### config.mk
export PLATFORM = sky130hd
export DESIGN_NAME = rgb2yuv420_calc
export DESIGN_NICKNAME = d
export VERILOG_FILES = /design/src/hdl/rgb_to_yuv420_converter_assert.svh /design/src/hdl/rgb2yuv420_pkg.sv /design/src/hdl/rgb2yuv420_calc.sv
export SDC_FILE = /design/constraint.sdc
export NUM_CORES = 2
export LEC_CHECK = 0
export ABC_AREA = 1
export BUFFER_PORTS_ARGS = -buffer_cell sky130_fd_sc_hd__buf_2
export CORE_UTILIZATION = 60
export DETAILED_ROUTE_END_ITERATION = 10
export PLACE_DENSITY_LB_ADDON = 0.12
export SKIP_LAST_GASP = 1
export SLEW_MARGIN = 25
export SYNTH_ARGS = -nofsm -noshare
export SYNTH_HDL_FRONTEND = slang
export SYNTH_SLANG_ARGS = --single-unit
### constraint.sdc
create_clock -name vclk -period 12.7
set_input_delay 1.27 -clock vclk [all_inputs]
set_output_delay 1.27 -clock vclk [all_outputs]
set_load 0.02 [all_outputs]
### src/hdl/rgb_to_yuv420_converter_assert.svh
// Assertion macros for the RGB to YUV 4:2:0 converter.
// Taken by `include in the RTL files that carry assertions; needs clk_i and rst_ni in scope.
`ifndef RGB_TO_YUV420_CONVERTER_ASSERT_SVH
`define RGB_TO_YUV420_CONVERTER_ASSERT_SVH

// Checked on every rising edge outside reset.
`define RY_ASSERT(name, prop, msg) \
  name: assert property (@(posedge clk_i) disable iff (!rst_ni) prop) else $error(msg);

// Checked on every rising edge, reset included.
`define RY_ASSERT_ALWAYS(name, prop, msg) \
  name: assert property (@(posedge clk_i) prop) else $error(msg);

`endif

### src/hdl/rgb2yuv420_pkg.sv
// Shared types and constants of the RGB to YUV 4:2:0 converter.
// No dependencies; used by the scan, calc and top modules, not by the line store.
package rgb2yuv420_pkg;

  localparam int CFG_W     = 13;
  localparam int CFG_IDX_W = 1;
  localparam int ROW_W     = 12;
  localparam int HGT_W     = 13;
  localparam int MAX_HEIGHT = 4096;

  localparam logic [CFG_IDX_W-1:0] REG_FRAME_WIDTH  = 1'b0;
  localparam logic [CFG_IDX_W-1:0] REG_FRAME_HEIGHT = 1'b1;

  localparam logic [CFG_W-1:0] DIM_RESET = 13'd1024;

  // Q16 luma coefficients, summing to 65536.
  localparam logic [15:0] Y_R = 16'd19595;
  localparam logic [15:0] Y_G = 16'd38470;
  localparam logic [15:0] Y_B = 16'd7471;

  // Q16 chroma coefficients.
  localparam logic signed [17:0] U_R = -18'sd9642;
  localparam logic signed [17:0] U_G = -18'sd18931;
  localparam logic signed [17:0] U_B = 18'sd28574;
  localparam logic signed [17:0] V_R = 18'sd40305;
  localparam logic signed [17:0] V_G = -18'sd33750;
  localparam logic signed [17:0] V_B = -18'sd6554;

  // 510 in Q16.
  localparam logic signed [29:0] CHROMA_BIAS = 30'sd33423360;

  typedef struct packed {
    logic [7:0] blue;
    logic [7:0] green;
    logic [7:0] red;
  } pixel_t;

  // Sums of a horizontal pixel pair, red in the top bits.
  typedef struct packed {
    logic [8:0] red;
    logic [8:0] green;
    logic [8:0] blue;
  } pair_sum_t;

  typedef struct packed {
    logic odd_col;
    logic odd_row;
  } scan_info_t;

endpackage

### src/hdl/rgb2yuv420_calc.sv
// Color arithmetic: luma of one pixel and chroma of a closed 2x2 block.
// Purely combinational; depends on rgb2yuv420_pkg.
module rgb2yuv420_calc (
  input  rgb2yuv420_pkg::pixel_t    pix_i,
  input  rgb2yuv420_pkg::pair_sum_t lower_i,
  input  rgb2yuv420_pkg::pair_sum_t upper_i,
  input  logic                      block_i,
  output logic [7:0]                luma_o,
  output logic [7:0]                blue_diff_o,
  output logic [7:0]                red_diff_o
);

  function automatic logic [7:0] chroma_byte(
    input logic signed [17:0] cr,
    input logic signed [17:0] cg,
    input logic signed [17:0] cb,
    input logic [9:0]         rs,
    input logic [9:0]         gs,
    input logic [9:0]         bs
  );
    logic signed [29:0] acc;
    logic [10:0]        q;
    acc = 30'(cr) * $signed({20'd0, rs})
        + 30'(cg) * $signed({20'd0, gs})
        + 30'(cb) * $signed({20'd0, bs})
        + rgb2yuv420_pkg::CHROMA_BIAS;
    q = acc[28:18];
    if (acc[29]) begin
      chroma_byte = 8'd0;
    end else if (q > 11'd255) begin
      chroma_byte = 8'd255;
    end else begin
      chroma_byte = q[7:0];
    end
  endfunction

  logic [23:0] y_acc;
  logic [9:0]  rs, gs, bs;

  assign y_acc = 24'(rgb2yuv420_pkg::Y_R) * 24'(pix_i.red)
               + 24'(rgb2yuv420_pkg::Y_G) * 24'(pix_i.green)
               + 24'(rgb2yuv420_pkg::Y_B) * 24'(pix_i.blue);
  assign luma_o = y_acc[23:16];

  assign rs = 10'(lower_i.red)   + 10'(upper_i.red);
  assign gs = 10'(lower_i.green) + 10'(upper_i.green);
  assign bs = 10'(lower_i.blue)  + 10'(upper_i.blue);

  assign blue_diff_o = block_i ? chroma_byte(rgb2yuv420_pkg::U_R, rgb2yuv420_pkg::U_G,
                                             rgb2yuv420_pkg::U_B, rs, gs, bs) : 8'd0;
  assign red_diff_o  = block_i ? chroma_byte(rgb2yuv420_pkg::V_R, rgb2yuv420_pkg::V_G,
                                             rgb2yuv420_pkg::V_B, rs, gs, bs) : 8'd0;

endmodule

# Word-level counts from Yosys, hierarchy flattened
# Cells that the tools add are included.
[classes]
add_sub_neg = 11
n_mul = 9
order_cmp = 2
n_mux = 6
[ops]
columns = ["operator", "count"]
rows = [
  ["multiplier 16 x 11 -> 27 bit (first input constant)", 2],
  ["two-way mux 8 bit", 6],
  ["multiplier 15 x 8 -> 23 bit (first input constant)", 2],
  ["adder 29 x 25 -> 30 bit", 1],
  ["adder 29 x 26 -> 30 bit (second input constant)", 1],
  ["adder 30 x 26 -> 30 bit (second input constant)", 1],
  ["adder 9 x 9 -> 10 bit", 3],
  ["adder 27 x 28 -> 29 bit", 1],
  ["adder 28 x 26 -> 29 bit", 1],
  ["adder 26 x 27 -> 28 bit", 1],
  ["multiplier 16 x 10 -> 26 bit (first input constant)", 1],
  ["multiplier 14 x 11 -> 25 bit (first input constant)", 1],
  ["adder 23 x 24 -> 24 bit", 1],
  ["adder 24 x 21 -> 24 bit", 1],
  ["multiplier 13 x 11 -> 24 bit (first input constant)", 1],
  ["multiplier 14 x 10 -> 24 bit (first input constant)", 1],
  ["greater-than comparator 11 x 8 -> 1 bit (second input constant)", 2],
  ["multiplier 13 x 8 -> 21 bit (first input constant)", 1],
]
[word_totals]
reg_bits = 0
in_bits = 79
out_inout_bits = 24
elab_cells = 28

# Longest topological paths before layout
[depth]
depth_word = 9
mapped_depth = 52
depth_no_buf = 52

# Least setup slack after synthesis
# No wires, ideal clock.
[synth_path]
path_type = "input -> output"
from = "input port lower_i[20] in the netlist's numbering"
to = "output port blue_diff_o[3]"
arrival_time_ns = 10.767
path_slack_ns = 0.663
path_stages = 37
path_buffers = 0
path_cell_list = "ha_1 -> a21o_1 -> o21bai_1 -> xor2_1 -> inv_1 -> fa_1 -> inv_1 -> fa_1 -> inv_1 -> fa_1 -> inv_1 -> fa_1 -> inv_1 -> fa_1 -> ha_1 -> nand2_1 -> inv_1 -> a221oi_1 -> nand3_1 -> xor2_1 -> fa_1 -> ha_1 -> fa_1 -> inv_1 -> fa_1 -> fa_1 -> inv_1 -> ha_1 -> ha_1 -> nand2_1 -> inv_1 -> nand3_1 -> nor3_1 -> nand3_1 -> nand3_2 -> nand3_1 -> a21oi_1"
[synth_via]
elab_chain_cells = 9
[synth_lines]
columns = ["element", "line_no", "text"]
rows = [
  ["from (decl)", "rgb2yuv420_calc.sv:5", "input rgb2yuv420_pkg::pair_sum_t lower_i,"],
  ["adder 9 x 9 -> 10 bit (*)", "rgb2yuv420_calc.sv:45", "assign rs = 10'(lower_i.red) + 10'(upper_i.red);"],
  ["multiplier 14 x 11 -> 25 bit (*)", "rgb2yuv420_calc.sv:23", "acc = 30'(cr) * $signed({20'd0, rs})"],
  ["adder 26 x 27 -> 28 bit (*)", "rgb2yuv420_calc.sv:24", "+ 30'(cg) * $signed({20'd0, gs})"],
  ["adder 28 x 26 -> 29 bit (*)", "rgb2yuv420_calc.sv:25", "+ 30'(cb) * $signed({20'd0, bs})"],
  ["adder 29 x 26 -> 30 bit (*)", "rgb2yuv420_calc.sv:26", "+ rgb2yuv420_pkg::CHROMA_BIAS;"],
  ["greater-than comparator 11 x 8 -> 1 bit", "rgb2yuv420_calc.sv:30", "end else if (q > 11'd255) begin"],
  ["two-way mux 8 bit", "rgb2yuv420_calc.sv:30", ""],
  ["two-way mux 8 bit (*)", "rgb2yuv420_calc.sv:28", "if (acc[29]) begin"],
  ["two-way mux 8 bit (*)", "rgb2yuv420_calc.sv:49", "assign blue_diff_o = block_i ? chroma_byte(rgb2yuv420_pkg::U_R, rgb2yuv420_pkg::U_G,"],
  ["to (decl)", "rgb2yuv420_calc.sv:9", "output logic [7:0] blue_diff_o,"],
]
# Mark *: on every way between the ends. The rest lies on a longest branch, timed or not.

# Worst setup path in the final report
[layout_path]
from = "input port lower_i[18] in the netlist's numbering"
to = "output port blue_diff_o[6]"
# Same word-level chain as after synthesis.

==> flow_summary.json <==
{
  "cpMostUsedCell": "inv_1",
  "seq_area_frac_synth_pct": 0,
  "final_common_cell": "inv_1",
  "fp.dieArea_sq_mm": 0.0532,
  "routedWlPerCell_um": 16.7,
  "yosysTopAreaCell": "fa_1",
  "yosys_warnings": 0,
  "place_congestion": 0.968,
  "io_pins": 103,
  "viasPerCell": 5.28,
  "postRouteAntennaNets": 0,
  "port_buffers": 103,
  "coreArea_sq_mm": 0.0515,
  "synthTopCellsByArea": "fa_1 (35%), ha_1 (26%), inv_1 (13%)",
  "layout_common_cells": "inv_1 (1116), ha_1 (631), fa_1 (537), nand2_1 (523), a21oi_1 (197)",
  "seq_cells": 0,
  "fin_crit_sh_pct": 97.1,
  "fin_util_pct": 65.5,
  "die_w_um": 231,
  "yosysTopAreaCellShare_pct": 34.8,
  "status": "finished clean",
  "critPathRequiredTime_ns": 11.43,
  "std_cell_rows": 83,
  "grt_max_degree": 20,
  "avgSynthCellArea_sq_um": 8.12,
  "yosysUniqueCellTypes": 48,
  "syn2layout_area_growth_pct": 7.62,
  "setup_viol": 0,
  "via_count": 24800,
  "crit_arrival_ns": 11.06,
  "drc": 0,
  "dr.pass1.iters": 6,
  "holdBufCountCts": 0,
  "fin_nets": 5307,
  "start_util_pct": 60.9,
  "seq_area_sq_um": 0,
  "slowest_stage": "fa_1",
  "cap_violations": 0,
  "hold_viol_final": 0,
  "die_y_um": 231,
  "drv_slew": 0,
  "dp_hpwl_mm": 72.3,
  "hp-class": "in2out",
  "relSlewSlack_pct": 39.9,
  "synth.net_count": 5139,
  "antenna_found_initial": 0,
  "worstMarginPinSlew_ns": 0.901,
  "max_stage_delay_ns": 0.55,
  "grt_remaining_overflow": 0,
  "startpoint": "lower_i[18]",
  "path_max_fanout": 10,
  "grt_usage_pct": 30.6,
  "crit_type": "in2out",
  "min_period_ns": 12.33,
  "fmax_mhz": 81.1,
  "diodes": 0,
  "wl_mm": 78.8,
  "min_from": "block_i",
  "critPathCaptureType": "primary output",
  "synthesis.area_sq_mm": 0.0313,
  "clockBufferCount": 0,
  "synthCells": 3859,
  "grt_pass1_wl_mm": 130,
  "critPathLaunchType": "input port",
  "drive_gt1_share_pct": 7.88,
  "grt_pass1_vias": 25400,
  "endpoint": "blue_diff_o[6]",
  "first_iter_violations": 1311
}
[Yosys cell counts, types with 3 or more instances]
cell type	instances
inv_2	12
fa_1	545
nand2_2	11
o21bai_1	37
nor4_1	8
a221oi_1	4
o21ai_2	3
o21a_1	5
inv_1	1120
nand3b_1	3
xnor2_1	78
o211ai_1	5
nor2_1	154
xor2_1	97
nand4_1	37
nor2_4	4
nand3_1	99
a211oi_1	5
o31ai_1	5
o21ai_0	96
a21oi_1	209
nor2_2	3
nand3_2	3
nand2_1	532
a21oi_2	5
ha_1	656
a31oi_1	20
o21ai_1	6
nor3_2	7
and2_1	3
nor3_1	43
a21o_1	21
[routing by layer]
metal	up-vias	share of wire (%)	GRT usage, %
met5	-	0	0
met4	0	2.4	5.79
met3	81	3.7	1.54
met2	520	49	53.6
met1	12000	45	42.2
li1	12200	-	-
[worst max-delay path, delay by kind of cell]
kind / cells / cell delay [ns]
adder cells (fa/ha/maj): 15 / 6.17
AND/OR/NAND/NOR: 11 / 1.33
buffers and inverters: 15 / 1.22
AO/OA/AOI/OAI: 5 / 0.73
XOR/XNOR: 2 / 0.35
[worst min path at each step]
stage                     end  slack, ns  cells past startpoint
2_1_floorplan  blue_diff_o[3]       2.69                      2
4_1_cts        blue_diff_o[3]       3.06                      4
5_1_grt        blue_diff_o[3]       3.05                      4
3_3_place_gp   blue_diff_o[3]       3.06                      4
3_5_place_dp   blue_diff_o[3]       3.05                      4
6_report       blue_diff_o[3]       3.05                      4
[final cells by class]
cell class / instances / area, sq um
multi-input combinational: 2727 / 27600
tap: 680 / 851
fill: 4661 / 17800
inverter: 1132 / 4250
timing repair buffer: 166 / 996
[stage by stage]
stage,cell area (sq um),std cells,setup slack (ns),hold WS (ns),TNS [ns]
floorplan,31300,3859,0.663,2.69,0
global placement,33100,4695,-0.150,3.06,-1.11
detailed placement,33100,4695,-0.102,3.05,-0.676
CTS,33100,4695,0.0528,3.06,0
global route,33700,4705,-0.0777,3.05,-0.516
finish,33700,4705,0.365,3.05,0
[kinds of logic (layout without fill, tap and decap cells)]
kind of cell / Yosys count / count (layout) / share of synthesized area (%)
AO/OA/AOI/OAI: 434 / 434 / 7.98
adder cells (fa/ha/maj): 1201 / 1201 / 61.0
XOR/XNOR: 177 / 177 / 4.99
buffers and inverters: 1132 / 1298 / 13.6
AND/OR/NAND/NOR: 915 / 915 / 12.5
[what timing repair did]
item                                   CTS  global route
buffers inserted                         0            10
setup endpoints to repair                8             8
resized for setup                        3           109
pin swaps                                0            28
endpoints found under the hold margin    0             0
Power is not shown: default switching activity piles up to over one toggle a cycle in this logic, so the estimate is an artifact.
