==> src/hdl/rgb_to_yuv420_converter_assert.svh <==
// Assertion macros for the RGB to YUV 4:2:0 converter.
// Taken by `include in the RTL files that carry assertions; needs clk_i and rst_ni in scope.
`ifndef RGB_TO_YUV420_CONVERTER_ASSERT_SVH
`define RGB_TO_YUV420_CONVERTER_ASSERT_SVH

// Checked on every rising edge outside reset.
`define RY_ASSERT(name, prop, msg) \
  name: assert property (@(posedge clk_i) disable iff (!rst_ni) prop) else $error(msg);

// Checked on every rising edge, reset included.
`define RY_ASSERT_ALWAYS(name, prop, msg) \
  name: assert property (@(posedge clk_i) prop) else $error(msg);

`endif

==> src/hdl/rgb2yuv420_pkg.sv <==
// Shared types and constants of the RGB to YUV 4:2:0 converter.
// No dependencies; used by the scan, calc and top modules, not by the line store.
package rgb2yuv420_pkg;

  localparam int CFG_W     = 13;
  localparam int CFG_IDX_W = 1;
  localparam int ROW_W     = 12;
  localparam int HGT_W     = 13;
  localparam int MAX_HEIGHT = 4096;

  localparam logic [CFG_IDX_W-1:0] REG_FRAME_WIDTH  = 1'b0;
  localparam logic [CFG_IDX_W-1:0] REG_FRAME_HEIGHT = 1'b1;

  localparam logic [CFG_W-1:0] DIM_RESET = 13'd1024;

  // Q16 luma coefficients, summing to 65536.
  localparam logic [15:0] Y_R = 16'd19595;
  localparam logic [15:0] Y_G = 16'd38470;
  localparam logic [15:0] Y_B = 16'd7471;

  // Q16 chroma coefficients.
  localparam logic signed [17:0] U_R = -18'sd9642;
  localparam logic signed [17:0] U_G = -18'sd18931;
  localparam logic signed [17:0] U_B = 18'sd28574;
  localparam logic signed [17:0] V_R = 18'sd40305;
  localparam logic signed [17:0] V_G = -18'sd33750;
  localparam logic signed [17:0] V_B = -18'sd6554;

  // 510 in Q16.
  localparam logic signed [29:0] CHROMA_BIAS = 30'sd33423360;

  typedef struct packed {
    logic [7:0] blue;
    logic [7:0] green;
    logic [7:0] red;
  } pixel_t;

  // Sums of a horizontal pixel pair, red in the top bits.
  typedef struct packed {
    logic [8:0] red;
    logic [8:0] green;
    logic [8:0] blue;
  } pair_sum_t;

  typedef struct packed {
    logic odd_col;
    logic odd_row;
  } scan_info_t;

endpackage

==> src/hdl/rgb2yuv420_scan.sv <==
// Frame geometry registers and the column and row counters of the raster scan.
// Depends on rgb2yuv420_pkg.
module rgb2yuv420_scan #(
  parameter int unsigned MAX_WIDTH = 4096,
  parameter int unsigned CW        = 12,
  parameter int unsigned AW        = 11
) (
  input  logic                                  clk_i,
  input  logic                                  rst_ni,
  input  logic                                  cfg_we_i,
  input  logic [rgb2yuv420_pkg::CFG_IDX_W-1:0]  cfg_idx_i,
  input  logic [rgb2yuv420_pkg::CFG_W-1:0]      cfg_data_i,
  input  logic                                  step_i,
  output rgb2yuv420_pkg::scan_info_t            info_o,
  output logic [AW-1:0]                         line_addr_o
);

  localparam int unsigned LINE_DEPTH = MAX_WIDTH / 2;
  localparam int unsigned WCMP_W =
      ((CW > rgb2yuv420_pkg::CFG_W) ? CW : rgb2yuv420_pkg::CFG_W) + 1;
  localparam logic [CW-1:0]     LINE_MASK = CW'(LINE_DEPTH - 1);
  localparam logic [WCMP_W-1:0] MAX_W     = WCMP_W'(MAX_WIDTH);
  localparam logic [WCMP_W-1:0] MIN_W     = WCMP_W'(2);
  localparam logic [rgb2yuv420_pkg::HGT_W-1:0] MAX_H =
      rgb2yuv420_pkg::HGT_W'(rgb2yuv420_pkg::MAX_HEIGHT);
  localparam logic [rgb2yuv420_pkg::HGT_W-1:0] MIN_H = rgb2yuv420_pkg::HGT_W'(2);

  logic [rgb2yuv420_pkg::CFG_W-1:0] width_q, width_d;
  logic [rgb2yuv420_pkg::CFG_W-1:0] height_q, height_d;
  logic [CW-1:0]                    col_q, col_d;
  logic [rgb2yuv420_pkg::ROW_W-1:0] row_q, row_d;

  logic [WCMP_W-1:0]                width_raw, width_eff, col_inc;
  logic [rgb2yuv420_pkg::HGT_W-1:0] height_eff, row_inc;
  logic [CW-1:0]                    col_half;

  always_comb begin
    width_d  = width_q;
    height_d = height_q;
    if (cfg_we_i) begin
      case (cfg_idx_i)
        rgb2yuv420_pkg::REG_FRAME_WIDTH:  width_d  = cfg_data_i;
        rgb2yuv420_pkg::REG_FRAME_HEIGHT: height_d = cfg_data_i;
        default: ;
      endcase
    end
  end

  // Out-of-range geometry is clamped, so a wrap always happens.
  always_comb begin
    width_raw = WCMP_W'(width_q);
    if (width_raw < MIN_W) begin
      width_eff = MIN_W;
    end else if (width_raw > MAX_W) begin
      width_eff = MAX_W;
    end else begin
      width_eff = width_raw;
    end
    if (height_q < MIN_H) begin
      height_eff = MIN_H;
    end else if (height_q > MAX_H) begin
      height_eff = MAX_H;
    end else begin
      height_eff = height_q;
    end
  end

  always_comb begin
    col_inc = WCMP_W'(col_q) + WCMP_W'(1);
    row_inc = rgb2yuv420_pkg::HGT_W'(row_q) + rgb2yuv420_pkg::HGT_W'(1);
    col_d   = col_q;
    row_d   = row_q;
    if (step_i) begin
      if (col_inc >= width_eff) begin
        col_d = '0;
        row_d = (row_inc >= height_eff) ? '0 : row_inc[rgb2yuv420_pkg::ROW_W-1:0];
      end else begin
        col_d = col_inc[CW-1:0];
      end
    end
  end

  always_ff @(posedge clk_i or negedge rst_ni) begin
    if (!rst_ni) begin
      width_q  <= rgb2yuv420_pkg::DIM_RESET;
      height_q <= rgb2yuv420_pkg::DIM_RESET;
      col_q    <= '0;
      row_q    <= '0;
    end else begin
      width_q  <= width_d;
      height_q <= height_d;
      col_q    <= col_d;
      row_q    <= row_d;
    end
  end

  assign col_half       = (col_q >> 1) & LINE_MASK;
  assign line_addr_o    = col_half[AW-1:0];
  assign info_o.odd_col = col_q[0];
  assign info_o.odd_row = row_q[0];

endmodule

==> config.mk <==
export PLATFORM = sky130hd
export DESIGN_NAME = rgb2yuv420_scan
export DESIGN_NICKNAME = d
export VERILOG_FILES = /design/src/hdl/rgb_to_yuv420_converter_assert.svh /design/src/hdl/rgb2yuv420_pkg.sv /design/src/hdl/rgb2yuv420_scan.sv
export SDC_FILE = /design/constraint.sdc
export NUM_CORES = 1
export LEC_CHECK = 0
export BUFFER_PORTS_ARGS = -buffer_cell sky130_fd_sc_hd__buf_2
export CAP_MARGIN = 20
export CORE_MARGIN = 8
export CORE_UTILIZATION = 45
export DETAILED_ROUTE_END_ITERATION = 12
export GPL_ROUTABILITY_DRIVEN = 0
export PLACE_DENSITY = 0.66
export SYNTH_ARGS = -nofsm -noshare
export SYNTH_HDL_FRONTEND = slang
export SYNTH_SLANG_ARGS = --single-unit
==> constraint.sdc <==
create_clock -name clk_i -period 2.5 [get_ports clk_i]
set_input_delay 0.5 -clock clk_i [delete_from_list [all_inputs] [get_ports clk_i]]
set_output_delay 0.5 -clock clk_i [all_outputs]
set_load 0.05 [all_outputs]
==> Word level (Yosys, flattened, before mapping) <==
Cells that the tools add are included.
Widths: inputs -> output; s select.
{ "word_totals": {"wordCells": 22, "inputBits": 18, "regBits": 50, "out_inout_bits": 13} }
{ "op_classes": {"n_lt_le_gt_ge": 6, "n_addsub": 2, "reduce_logical": 3, "bitwise_logic": 1, "mux": 6} }
{ "ops": {"columns": ["operator", "count"], "rows": [
  ["$mux 13", 4],
  ["$add 12x1->13 const B", 2],
  ["$gt 13x13->1 const B", 2],
  ["$lt 13x2->1 const B", 2],
  ["$mux 12", 2],
  ["$ge 13x14->1", 1],
  ["$ge 13x13->1", 1],
  ["$reduce_and 2->1", 3],
  ["$not 1->1", 1]
]} }

==> Logic depth before layout (Yosys ltp) <==
Gate-level depths: netlist of the first run.
{ "depth": {"depth_word": 5, "depth_mapped": 14, "depth_no_buf": 14} }

==> Worst setup path before layout of the first run <==
OpenSTA, ideal clock, no wires.
{ "synth_timing": {"path_kind": "flip-flop to flip-flop", "start": "register col_q[0]", "end": "register row_q[8] in the netlist's numbering", "synth_period_minus_slack_ps": 3206, "slack_ps": -706, "stages_incl_launch_ff": 14, "t_arrival_ps": 3110, "t_required_ps": 2404, "path_cell_list": "dfrtp_1 -> ha_1 -> nand3_1 -> nor2_1 -> and2_1 -> nand2_1 -> xnor2_1 -> ha_1 -> nand2_1 -> o21a_1 -> and2_1 -> a221o_1 -> or2_1 -> o31ai_1"} }
{ "synth_via": {"elab_chain_cells": 3} }
{ "synth_lines": {"columns": ["element", "line", "text"], "rows": [
  ["start: declaration", "rgb2yuv420_scan.sv:30", "logic [CW-1:0] col_q, col_d;"],
  ["start signal: assignment", "rgb2yuv420_scan.sv:92", "col_q <= col_d;"],
  ["$add 12x1->13", "rgb2yuv420_scan.sv:69", "col_inc = WCMP_W'(col_q) + WCMP_W'(1);"],
  ["$ge 13x14->1", "rgb2yuv420_scan.sv:74", "if (col_inc >= width_eff) begin"],
  ["$reduce_and 2->1 (no line)", null, null],
  ["end signal: assignment", "rgb2yuv420_scan.sv:93", "row_q <= row_d;"],
  ["end: declaration", "rgb2yuv420_scan.sv:31", "logic [rgb2yuv420_pkg::ROW_W-1:0] row_q, row_d;"]
]} }
No other way between the ends.
A chain may end at the register's enable or synchronous reset.

==> Final worst setup path of the first run <==
{ "layout_timing": {"start": "register width_q[8] in the netlist's numbering", "end": "register row_q[6] in the netlist's numbering"} }
{ "layout_via": {"elab_chain_cells": 5, "word_cells_on_any_way": 6} }
{ "layout_lines": {"columns": ["element", "line", "text"], "rows": [
  ["start: declaration", "rgb2yuv420_scan.sv:28", "logic [rgb2yuv420_pkg::CFG_W-1:0] width_q, width_d;"],
  ["start signal: assignment", "rgb2yuv420_scan.sv:85", "width_q <= rgb2yuv420_pkg::DIM_RESET;"],
  ["start signal: assignment", "rgb2yuv420_scan.sv:90", "width_q <= width_d;"],
  ["$gt 13x13->1", "rgb2yuv420_scan.sv:54", "end else if (width_raw > MAX_W) begin"],
  ["$mux 13", "rgb2yuv420_scan.sv:54", null],
  ["$mux 13 *", "rgb2yuv420_scan.sv:52", "if (width_raw < MIN_W) begin"],
  ["$ge 13x14->1 *", "rgb2yuv420_scan.sv:74", null],
  ["$reduce_and 2->1 (no line) *", null, null]
]} }
Mark *: on every way between the ends. The rest lies on a longest branch, timed or not.

==> flow_metrics.env, run 1 <==
export IMPL_status="complete, but fails checks"
export IMPL_violations="negative setup slack"
export IMPL_yosysTopAreaCell="dfrtp_1"
export IMPL_drt_total_wl_mm=7.59
export IMPL_final_area_um2=4170
export IMPL_cp_cell_sequence="nor4_2, nand3_2, o21ai_2, buf_6, nand2_4, ha_4, nand4_1, nor2_1, a21oi_2, a221o_2, or2_4, o31ai_2"
export IMPL_antenna_diode_count=0
export IMPL_route_detailed_drc=0
export IMPL_ant_nets=0
export IMPL_port_buffers=30
export IMPL_cp_max_fo=7
export IMPL_syn_nets=340
export IMPL_cp_arrival_ns=3.09
export IMPL_slowest_stage="a221o_2"
export IMPL_clock_skew_ns=0.00730
export IMPL_final_cell_mix="buf_4, dfrtp_1, nand2_1, buf_2, mux2_2"
export IMPL_crit_buf_inv=1
export IMPL_tightest_slew_ns=0.593
export IMPL_synth_area_um2=2980
export IMPL_row_count=29
export IMPL_worstSetupStartpointType="flip-flop"
export IMPL_async_flop_share=1.00
export IMPL_grt_pass1_vias=2666
export IMPL_power_per_cell_area_nw_per_um2=830
export IMPL_placed_cells=467
export IMPL_path_delay_family="simple AND/OR/NAND/NOR gates"
export IMPL_synth_area_leaders="dfrtp_1, ha_1, mux2_2, nand2_1, a22o_1"
export IMPL_place_ws_ns=-0.454
export IMPL_fin_cells=477
export IMPL_setup_ws_ns=-0.373
export IMPL_cts_htree_levels=2
export IMPL_areaGrowthSynthToFinish_pct=39.8
export IMPL_critPathCaptureType="flip-flop"
export IMPL_cts_tree="built"
export IMPL_die_area_um2=9480
export IMPL_synth_edf_count=0
export IMPL_path_clk_slew_ns=0.09
export IMPL_ir_drop_uv=541
export IMPL_vias_per_cell=5.35
export IMPL_synth_seq_cells=50
export IMPL_cts_made_buffers=5
export IMPL_die_y_um=97.4
export IMPL_synth_ff_type="dfrtp_1"
export IMPL_wl_per_cell_um=15.9
export IMPL_yosysWarnings=0
export IMPL_cpPeakStageDelay_ns=0.45
export IMPL_cts_sinks=50
export IMPL_cts_root_buf="clkbuf_8"
export IMPL_die_width_um=97.4
export IMPL_avgSynthCellArea_um2=10.1
export IMPL_crit_type="flip-flop to flip-flop"
export IMPL_final_core_util=0.652
export IMPL_place_area_um2=3820
export IMPL_synth_seq_area_share=0.421
export IMPL_layout_commonest_cell="buf_4"
export IMPL_hpwl_mm=5.68
export IMPL_p_leak_nw=2.01
export IMPL_antenna_found_initial=0
export IMPL_fillers=511
export IMPL_syn_inst=294
export IMPL_track_usage=0.162
export IMPL_hold_viol=0
export IMPL_drive_gt1_frac=0.468
export IMPL_cap_violations=0
export IMPL_ys_types=38
export IMPL_overflow=0
export IMPL_final_net_count=445
export IMPL_critPathRequiredTime_ns=2.72
export IMPL_holdBufCountCts=0
export IMPL_fin_crit_ns=2.87
export IMPL_grt_pass1_wl_mm=12.8
export IMPL_total_power_mw=3.46
export IMPL_holdWs_ns=0.188
export IMPL_clock_latency_ns=0.30
export IMPL_core_um2=6390
export IMPL_first_iter_violations=125
export IMPL_synth_top_area_share=0.403
export IMPL_dr_total_vias=2552
export IMPL_fmax_mhz=348
export IMPL_cts_buffer_depth=2
export IMPL_grt_max_degree=28
export IMPL_fin_setup_tns_ns=-5.29
export IMPL_dr_pass1_iters=4
export IMPL_slew_violations=0
export IMPL_ios=31
export IMPL_fin_crit_sh=1.15
export IMPL_initial_core_util=0.467
export IMPL_hp_class="input pin to asynchronous set/reset pin"
export IMPL_rsz0062_at_grt="true"
export IMPL_slew_headroom=0.605
export IMPL_setup_viol=23
[layer usage]
metal	track usage	routed length [um]	up-vias
met5	0	0	-
met4	0.0548	144	0
met3	0.0277	199	14
met2	0.267	3640	37
met1	0.209	3610	1239
li1	-	-	1262
[power by group]
| part | switching, mW | total, mW | internal, mW |
|---|---|---|---|
| registers | 0.140 | 1.11 | 0.973 |
| clock network | 0.272 | 0.571 | 0.299 |
| logic | 0.950 | 1.77 | 0.822 |
| total | 1.36 | 3.46 | 2.09 |
[timing repair]
| action | 4_1_cts | 5_1_grt |
|---|---|---|
| buffers inserted | 3 | 0 |
| pin swaps | 7 | 11 |
| endpoints found under the setup margin | 23 | 24 |
| gates resized for setup | 24 | 15 |
[state kept, by name, indices dropped and copies added, names as in the netlist]
register	flops
width_q	13
height_q	13
row_q	12
col_q	12
[kinds of logic after synthesis]
| logic type | share of synthesized area |
|---|---|
| AND/OR/NAND/NOR | 0.154 |
| AO/OA/AOI/OAI | 0.136 |
| flip-flops | 0.421 |
| adder cells (fa/ha/maj) | 0.118 |
| multiplexers | 0.0940 |
| XOR/XNOR | 0.0588 |
| buffers and inverters | 0.0193 |
[synthesized netlist by cell type (all sizes together), types with 3 or more instances]
library cell,count
dfrtp,48
nand2,45
ha,28
mux2,24
a22o,17
a21oi,15
nand3,14
nor2,11
xnor2,11
o21ai,10
xor2,9
and3,8
nor2b,6
clkbuf,5
inv,5
a21o,4
nor4,4
o31ai,4
a2bb2oi,3
buf,3
[worst paths after layout]
check	endpoint	start	cells past startpoint	slack [ns]
max reg2reg	row_q[6]	width_q[8]	12	-0.37
min	row_q[0]	rst_ni	1	0.19
max	row_q[6]	width_q[8]	12	-0.37
min reg2reg	row_q[10]	row_q[10]	2	0.52
min in group clk_i	width_q[12]	cfg_data_i[12]	3	0.42
max in group asynchronous	height_q[10]	rst_ni	2	1.69
[final cells by class]
cell class / instances / area [um^2] / share of cell area
tap: 77 / 96.3 / 0.0231
clock inverter: 2 / 37.5 / 0.00901
multi-input combinational: 230 / 1930 / 0.464
inverter: 6 / 22.5 / 0.00541
timing repair buffer: 106 / 744 / 0.179
sequential: 50 / 1260 / 0.303
clock buffer: 6 / 72.6 / 0.0174
Power figures use the tool's default switching activity.
==> run 2: changes to the inputs <==
--- a/config.mk
+++ b/config.mk
@@ -7,11 +7,13 @@
 export LEC_CHECK = 0
 export BUFFER_PORTS_ARGS = -buffer_cell sky130_fd_sc_hd__buf_2
 export CAP_MARGIN = 20
+export CELL_PAD_IN_SITES_DETAIL_PLACEMENT = 1
+export CELL_PAD_IN_SITES_GLOBAL_PLACEMENT = 2
 export CORE_MARGIN = 8
-export CORE_UTILIZATION = 45
+export CORE_UTILIZATION = 34
 export DETAILED_ROUTE_END_ITERATION = 12
 export GPL_ROUTABILITY_DRIVEN = 0
-export PLACE_DENSITY = 0.66
+export PLACE_DENSITY_LB_ADDON = 0.1
 export SYNTH_ARGS = -nofsm -noshare
 export SYNTH_HDL_FRONTEND = slang
 export SYNTH_SLANG_ARGS = --single-unit
==> run 2 against run 1 <==
The flow still finishes with violations (negative setup slack). Highest routed layer unchanged. Worst setup slack worse by 0.073 ns. Core utilization down 14 points. Non-clock buffer count is 20 higher.
==> flow_metrics.env, run 2 (synthesis results as in run 1) <==
export IMPL_status="complete, but fails checks"
export IMPL_violations="negative setup slack"
export IMPL_fin_crit_ns=2.95
export IMPL_setup_viol=23
export IMPL_final_cell_mix="buf_4, dfrtp_1, nand2_1, buf_2, mux2_2"
export IMPL_total_power_mw=3.62
export IMPL_pwr_share_seq=0.306
export IMPL_clockPowerShare=0.144
export IMPL_ios=31
export IMPL_dr_total_vias=2689
export IMPL_grt_pass1_wl_mm=15.1
export IMPL_cts_sinks=50
export IMPL_cp_cell_sequence="nor4_2, nand3_1, o21ai_2, buf_6, nand2_4, ha_4, nand2_2, o21a_1, and2_1, a221o_2, buf_4, nor2_4, buf_4, a22o_1"
export IMPL_hpwl_mm=6.90
export IMPL_antenna_diode_count=0
export IMPL_critPathCaptureType="flip-flop"
export IMPL_path_clk_slew_ns=0.11
export IMPL_cts_made_buffers=5
export IMPL_final_net_count=465
export IMPL_grt_max_degree=31
export IMPL_cts_buffer_depth=2
export IMPL_path_delay_family="compound AO/OA/AOI/OAI gates"
export IMPL_row_count=34
export IMPL_vias_per_cell=5.09
export IMPL_clock_latency_ns=0.31
export IMPL_p_int_mw=2.13
export IMPL_slew_violations=0
export IMPL_layout_commonest_cell="buf_4"
export IMPL_clock_skew_ns=0.00591
export IMPL_first_iter_violations=45
export IMPL_ir_drop_uv=256
export IMPL_p_sw_mw=1.49
export IMPL_setup_ws_ns=-0.446
export IMPL_antenna_found_initial=0
export IMPL_top_regs="height_q x13, width_q x13"
export IMPL_fmax_mhz=339
export IMPL_p_sw_frac=0.411
export IMPL_initial_core_util=0.347
export IMPL_worstSetupStartpointType="flip-flop"
export IMPL_fin_setup_tns_ns=-8.28
export IMPL_dr_pass1_iters=4
export IMPL_fin_crit_sh=1.18
export IMPL_power_per_cell_area_nw_per_um2=817
export IMPL_cts_htree_levels=2
export IMPL_tightest_slew_ns=0.563
export IMPL_port_buffers=30
export IMPL_grt_pass1_vias=3081
export IMPL_rsz0062_at_grt="true"
export IMPL_cap_violations=0
export IMPL_crit_buf_inv=3
export IMPL_die_y_um=110
export IMPL_areaGrowthSynthToFinish_pct=48.7
export IMPL_cts_root_buf="clkbuf_8"
export IMPL_die_area_um2=12000
export IMPL_crit_top_cell="buf_4"
export IMPL_die_width_um=110
export IMPL_overflow=0
export IMPL_drive_gt1_frac=0.519
export IMPL_critPathRequiredTime_ns=2.76
export IMPL_slowest_stage="dfrtp_1"
export IMPL_cpPeakStageDelay_ns=0.41
export IMPL_p_leak_nw=2.12
export IMPL_core_um2=8590
export IMPL_hp_class="input pin to asynchronous set/reset pin"
export IMPL_wl_per_cell_um=16.9
export IMPL_drt_total_wl_mm=8.90
export IMPL_cp_arrival_ns=3.20
export IMPL_ant_nets=0
export IMPL_crit_type="flip-flop to flip-flop"
export IMPL_cts_tree="built"
export IMPL_hold_viol=0
export IMPL_track_usage=0.159
export IMPL_cp_max_fo=7
export IMPL_combPwrFrac=0.550
export IMPL_slew_headroom=0.624
export IMPL_route_detailed_drc=0
-- run 2: final cells by class --
cell class	instances	area, um^2
Multi-Input combinational cell	230	1990
Clock buffer	5	68.8
Fill cell	950	4160
Sequential cell	50	1260
Timing Repair Buffer	126	926
Tap cell	108	135
Clock inverter	3	28.8
Inverter	6	22.5
-- run 2: per-layer routing --
layer | GRT usage | wire length (um) | vias to the layer above
met2 | 0.297 | 4790 | 24
li1 | - | - | 1307
met1 | 0.188 | 3830 | 1348
met3 | 0.0193 | 146 | 10
met4 | 0.0405 | 140 | 0
met5 | 0 | 0 | -
-- run 2: metrics by stage --
step	hold WS, ns	util	setup slack [ns]	cells	area (um^2)
after floorplan	0.204	-	-0.371	294	3050
after CTS	0.176	0.503	-0.416	525	4320
after global routing	0.187	0.516	-0.622	528	4430
after global placement	0.510	0.459	-0.458	508	3950
after detailed placement	0.521	0.459	-0.614	508	3950
final	0.154	0.516	-0.446	528	4430
-- run 2: power groups by stage --
stage	clock network, mW	logic, mW	registers, mW
2_1_floorplan	0	0.785	1.34
3_3_place_gp	0	1.66	1.11
3_5_place_dp	0	1.71	1.12
4_1_cts	0.549	1.93	1.10
5_1_grt	0.571	2.20	1.13
6_report	0.523	1.99	1.11
-- run 2: timing repair --
item,in CTS,in global routing
hold buffers,0,0
endpoints found under the setup margin,23,24
buffers inserted,9,3
pin swaps,25,9
resized for setup,39,20
-- run 2: worst register-to-register path, delay by kind of cell, from the launching register on --
family                     cells  cell delay [ns]
and+or+nand+nor                6             0.83
buffers and inverters          3             0.48
adders and majority gates      1             0.28
DFF                            1             0.41
AOI/OAI and AO/OA              4             0.89
-- run 2: worst paths after layout --
path                       cells past startpoint     endpoint           from  slack, ns
max                                           14     row_q[2]     width_q[9]      -0.45
min                                            1     row_q[0]         rst_ni       0.15
max reg2reg                                   14     row_q[2]     width_q[9]      -0.45
min reg2reg                                    1  height_q[0]    height_q[0]       0.58
max in group asynchronous                      2  width_q[10]         rst_ni       1.73
min in group clk_i                             3   width_q[1]  cfg_data_i[1]       0.42
